## config.mk

```make
export PLATFORM = sky130hd
export DESIGN_NAME = tmbi_ram
export DESIGN_NICKNAME = d
export VERILOG_FILES = /design/src/rtl/tmbi_ram.sv
export SDC_FILE = /design/constraint.sdc
export NUM_CORES = 1
export LEC_CHECK = 0
export ABC_AREA = 1
export BUFFER_PORTS_ARGS = -buffer_cell sky130_fd_sc_hd__buf_2
export CAP_MARGIN = 15
export CORE_MARGIN = 3
export CORE_UTILIZATION = 61
export CTS_CLUSTER_DIAMETER = 120
export DETAILED_ROUTE_END_ITERATION = 7
export HOLD_SLACK_MARGIN = 0.15
export PLACE_DENSITY = 0.84
export SLEW_MARGIN = 25
export SYNTH_ARGS = -nofsm -noshare
export SYNTH_HDL_FRONTEND = slang
export SYNTH_SLANG_ARGS = --single-unit
```

## constraint.sdc

```tcl
create_clock -name clk -period 1.17 [get_ports clk]
set_input_delay 0.0585 -clock clk [delete_from_list [all_inputs] [get_ports clk]]
set_output_delay 0.0585 -clock clk [all_outputs]
set_load 0.1 [all_outputs]
```

## src/rtl/tmbi_ram.sv

```systemverilog
// ----------------------------------------------------------------------------
// tmbi_ram
// Simple dual port RAM, one write and one registered read per cycle.
// ----------------------------------------------------------------------------
`default_nettype none

module tmbi_ram #(
    parameter int WIDTH = 8,
    parameter int DEPTH = 16,
    parameter int AW    = 4
) (
    input  wire logic             clk,
    input  wire logic             we,
    input  wire logic [AW-1:0]    waddr,
    input  wire logic [WIDTH-1:0] wdata,
    input  wire logic             re,
    input  wire logic [AW-1:0]    raddr,
    output logic      [WIDTH-1:0] rdata
);

    logic [WIDTH-1:0] mem [DEPTH];

    always_ff @(posedge clk)
    begin
        if (we)
        begin
            mem[waddr] <= wdata;
        end
        if (re)
        begin
            rdata <= mem[raddr];
        end
    end

endmodule

`default_nettype wire

```

; Yosys cells after proc, flatten, opt, wreduce, memory -nomap -nowiden
; Memories as Yosys holds them, arrays and structs flattened. A register that Yosys moved wholly into a read port is not among the register bits.
; Index checks and enable logic that the tools add are counted.
; Widths: inputs -> output; s select.
[totals]
in_bits = 19
ram_bits = 128
output_inout_bits = 8
ff_bits = 0
memories = 1
elab_cells = 3
[classes]
muxes = 2
[memory_table]
columns = name, depth, width, read_ports, rd_ports_with_merged_regs, wr, line_no
row1 = mem, 16, 8, 1, 1, 1, 21  ; logic [WIDTH-1:0] mem [DEPTH];
[ops]
columns = operator, count
row1 = $mux 1, 2

; Longest topological paths before layout
[depth]
word_depth = 2
ltp_mapped = 8
mapped_depth_nobuf = 7

; Worst setup path after synthesis
; No wires, ideal clock.
[synth_path]
kind = in2reg
start = in waddr[2]
end = mem mem[10][0] (enable)
setup_time_ps = 370
t_required_ps = 800
path_buffers = 0
slack_ps = 161
cell_stages = 2
arrival_ps = 639
path_cell_list = nand3b_1 > nor2_1
[synth_rtl]
columns = element, line_no
row1 = start: declaration, 14  ; input wire logic [AW-1:0] waddr,
row2 = end: declaration, 21
; No word-level cell before the write port.

; Worst setup path after layout
[layout_path]
start = reg rdata[1], read port of mem
end = out rdata[1]
[layout_rtl]
columns = element, line_no
row1 = start: declaration, 18  ; output logic [WIDTH-1:0] rdata
; No word-level cell between the ends.

==> impl_metrics.prom <==
# TYPE chip_impl_metric gauge
chip_impl_info{name="outcome",value="finished, violations left"} 1
chip_impl_info{name="failed_checks",value="setup timing"} 1
chip_impl_metric{name="floorplan.rows",unit=""} 35
chip_impl_info{name="criticalPathCategory",value="flop to output pin"} 1
chip_impl_metric{name="max_slew_margin",unit="%"} 55.1
chip_impl_metric{name="clk_pin_slew_worst_paths",unit="ps"} 60
chip_impl_info{name="worst_setup_path_startpoint",value="rdata[1]"} 1
chip_impl_metric{name="final_layout_size_suffix_gt1_share",unit="%"} 19.4
chip_impl_metric{name="crit_required",unit="ps"} 1110
chip_impl_metric{name="post_synth_mux_area_share",unit="%"} 0
chip_impl_metric{name="clk_latency",unit="ps"} 520
chip_impl_metric{name="grt_start_max_net_pins",unit=""} 62
chip_impl_info{name="synth.cells.most_frequent",value="sky130_fd_sc_hd__nand2_1, sky130_fd_sc_hd__edfxtp_1, sky130_fd_sc_hd__inv_1, sky130_fd_sc_hd__nand3_1, sky130_fd_sc_hd__nor2_1"} 1
chip_impl_metric{name="dp_hpwl",unit="µm"} 8210
chip_impl_metric{name="synthesis.nets",unit=""} 570
chip_impl_metric{name="fin_nets",unit=""} 631
chip_impl_metric{name="postRouteAntennaNets",unit=""} 0
chip_impl_metric{name="path_buf_inv",unit=""} 1
chip_impl_info{name="tritoncts",value="yes"} 1
chip_impl_metric{name="core_area",unit="µm²"} 9280
chip_impl_info{name="worstHoldPathType",value="input port to flop"} 1
chip_impl_metric{name="slowest_delay",unit="ps"} 450
chip_impl_metric{name="cts.htree.levels",unit=""} 4
chip_impl_metric{name="finish.instance_area",unit="µm²"} 7190
chip_impl_metric{name="async_reset_ff_share",unit="%"} 0
chip_impl_metric{name="area_growth",unit="%"} 23.0
chip_impl_metric{name="yosys.area_share.adder",unit="%"} 0
chip_impl_metric{name="grt_use_total",unit="%"} 27.5
chip_impl_metric{name="yosys_warnings",unit=""} 0
chip_impl_metric{name="fin_tns_setup",unit="ps"} -207
chip_impl_metric{name="floorplan.initialDensity",unit="%"} 63.0
chip_impl_metric{name="final_period_minus_worst_setup_slack",unit="ps"} 1240
chip_impl_metric{name="post-route-worst-setup-slack",unit="ps"} -73.6
chip_impl_info{name="synthMostInstantiatedCell",value="sky130_fd_sc_hd__nand2_1"} 1
chip_impl_info{name="cpMaxStageDelayCell",value="sky130_fd_sc_hd__edfxtp_1"} 1
chip_impl_metric{name="synth_compound_area_share",unit="%"} 0
chip_impl_metric{name="grt_first_pass_wirelength",unit="µm"} 22500
chip_impl_info{name="crit_path_start_kind",value="flop"} 1
chip_impl_metric{name="post_drt_via_cell_ratio",unit=""} 5.75
chip_impl_metric{name="p_leak",unit="nW"} 3.12
chip_impl_metric{name="post-synth-top-area-fraction",unit="%"} 69.8
chip_impl_info{name="root_buffer",value="sky130_fd_sc_hd__clkbuf_8"} 1
chip_impl_metric{name="timing.fmax",unit="MHz"} 804
chip_impl_metric{name="ioPinCount",unit=""} 27
chip_impl_metric{name="grt.overflow.total",unit=""} 0
chip_impl_metric{name="crit_path_max_fanout",unit=""} 1
chip_impl_metric{name="postCtsSetupBuffers",unit=""} 0
chip_impl_metric{name="hold_slack",unit="ps"} 309
chip_impl_metric{name="synth_sequential_area_ratio",unit="%"} 69.8
chip_impl_metric{name="area_post_placement",unit="µm²"} 6200
chip_impl_info{name="ys.flop_type",value="sky130_fd_sc_hd__edfxtp_1"} 1
chip_impl_info{name="grt_setup_unrepaired",value="yes"} 1
chip_impl_metric{name="number_of_buffers_inserted_by_port_buffering",unit=""} 26
chip_impl_metric{name="detailroute.via_count",unit=""} 4328
chip_impl_info{name="synth_area_leader_cell",value="sky130_fd_sc_hd__edfxtp_1"} 1
chip_impl_metric{name="syn_inst",unit=""} 551
chip_impl_metric{name="powerDensity",unit="nW/µm²"} 1660
chip_impl_metric{name="cts_made_buffers",unit=""} 17
chip_impl_info{name="worstReg2RegStart",value="mem[0][7]"} 1
chip_impl_metric{name="peakVddDrop",unit="V"} 0.00107
chip_impl_metric{name="overall_die_height",unit="µm"} 104
chip_impl_metric{name="synthXorXnorAreaFrac",unit="%"} 0
chip_impl_metric{name="ctsLongestPathBuffers",unit=""} 2
chip_impl_metric{name="place.gp.congestion",unit=""} 0.881
chip_impl_metric{name="tightest_slew",unit="ps"} 673
chip_impl_metric{name="antenna_found_initial",unit=""} 0
chip_impl_metric{name="fin_worst_skew",unit="ps"} 5.74
chip_impl_metric{name="drt-initial-drc-count",unit=""} 668
chip_impl_metric{name="layout_worst_path_cycle_share",unit="%"} 106
chip_impl_metric{name="critPathArrivalTime",unit="ps"} 1190
chip_impl_metric{name="synthSimpleGateAreaFrac",unit="%"} 20.8
chip_impl_metric{name="routedWlPerCell",unit="µm"} 19.5
chip_impl_metric{name="syn_avg_cell_area",unit="µm²"} 10.6
chip_impl_metric{name="cts.sink_count",unit=""} 136
chip_impl_metric{name="die_footprint",unit="µm²"} 10800
chip_impl_metric{name="power.total",unit="mW"} 11.9
chip_impl_info{name="timing.critical_path.max_delay_family",value="flip-flops"} 1
chip_impl_info{name="end_kind",value="output pin"} 1
chip_impl_metric{name="drt-pass1-iter-count",unit=""} 8
chip_impl_info{name="min-delay-start",value="raddr[0]"} 1
chip_impl_metric{name="filler_cell_count",unit=""} 516
chip_impl_metric{name="postRouteWirelength",unit="µm"} 14700
chip_impl_metric{name="chipWidth",unit="µm"} 104
chip_impl_metric{name="synth_area",unit="µm²"} 5850
chip_impl_metric{name="grt_pass1_vias",unit=""} 4333
chip_impl_metric{name="drc",unit=""} 0
chip_impl_metric{name="drv.max_cap_violation_count",unit=""} 0
chip_impl_metric{name="timing.final.max_slew_violations",unit=""} 0
chip_impl_info{name="cp_cell_sequence",value="buf_8"} 1
chip_impl_info{name="ranking_of_synthesized_cells_by_area",value="sky130_fd_sc_hd__edfxtp_1, sky130_fd_sc_hd__nand2_1, sky130_fd_sc_hd__nand3_1"} 1
chip_impl_metric{name="synth_cell_types",unit=""} 11
chip_impl_metric{name="postSynthRegisterBits",unit=""} 136
chip_impl_metric{name="finalHoldViolCount",unit=""} 0
chip_impl_metric{name="setup_viol",unit=""} 5
chip_impl_metric{name="synth_edf_count",unit=""} 136
chip_impl_metric{name="antenna_cells",unit=""} 0
chip_impl_info{name="combinational_family_with_the_most_area_after_synthesis",value="simple AND/OR/NAND/NOR gates"} 1
## cell families after synthesis
kind of cell / count (synthesis)
and+or+nand+nor: 289
buffers and inverters: 126
DFF: 136
## metal layers
layer	track usage, %	part of all wire [%]	up-vias	routed length, µm
li1	-	-	1897	-
met1	36.0	37	2044	5360
met2	45.4	50	333	7350
met3	6.21	10	54	1510
met4	10.2	3.1	0	449
met5	0	0	-	0
## through the flow
step | setup slack [ps] | cells | util, %
after floorplan | 161 | 551 | -
after global placement | -82.2 | 706 | 66.8
after detailed placement | -130 | 706 | 66.8
after CTS | -62.0 | 753 | 75.6
after global routing | -93.3 | 753 | 77.5
final | -73.6 | 753 | 77.5
## power by group
group | internal, mW | total (mW) | leakage (nW) | switching (mW)
Clock | 3.43 | 5.40 | 0.288 | 1.96
Sequential | 5.49 | 5.53 | 1.24 | 0.0411
Combinational | 0.294 | 0.996 | 1.59 | 0.701
## final cells by class
cell class,count,area [µm²],area share [%]
tap,129,161,2.24
clock inverter,13,180,2.51
timing repair buffer,66,571,7.93
inverter,102,383,5.32
multi-input combinational,289,1390,19.4
clock buffer,18,418,5.81
sequential,136,4080,56.8
## registers in the layout (all words and copies together), names as in the netlist
signal / count
mem: 128
rdata: 8
## worst reg2reg max path, cell delays in order (launching register included)
cell and delay, ps:
sky130_fd_sc_hd__edfxtp_1 390, sky130_fd_sc_hd__inv_1 110, sky130_fd_sc_hd__nand2_1 70, sky130_fd_sc_hd__nand3_1 90, sky130_fd_sc_hd__nand3_1 100, sky130_fd_sc_hd__nand3_1 90, sky130_fd_sc_hd__nand2_1 70
## path summary, 6_finish.rpt
path	to	slack, ps	cells after the start
setup / recovery	rdata[1]	-70	1
setup reg to reg	rdata[7]	0	6
hold / removal	rdata[4]	310	8
hold reg to reg	rdata[3]	780	6
## cells in the final DEF, fill, tap and decap left out, types with 5 or more instances in the layout
| cell | n |
|---|---|
| sky130_fd_sc_hd__buf_2 | 18 |
| sky130_fd_sc_hd__buf_4 | 21 |
| sky130_fd_sc_hd__buf_6 | 6 |
| sky130_fd_sc_hd__clkbuf_16 | 16 |
| sky130_fd_sc_hd__dlygate4sd3_1 | 16 |
| sky130_fd_sc_hd__edfxtp_1 | 136 |
| sky130_fd_sc_hd__inv_1 | 97 |
| sky130_fd_sc_hd__inv_2 | 5 |
| sky130_fd_sc_hd__nand2_1 | 171 |
| sky130_fd_sc_hd__nand3_1 | 62 |
| sky130_fd_sc_hd__nand3_2 | 35 |
| sky130_fd_sc_hd__nor2_1 | 17 |
## what timing repair did
action,in CTS,in global routing
hold buffers,16,0
gates cloned,0,0
resized for setup,16,39
endpoints found under the setup margin,10,16
pin swaps,0,8
hold endpoints to repair,146,0
(Power assumes the default switching activity.)
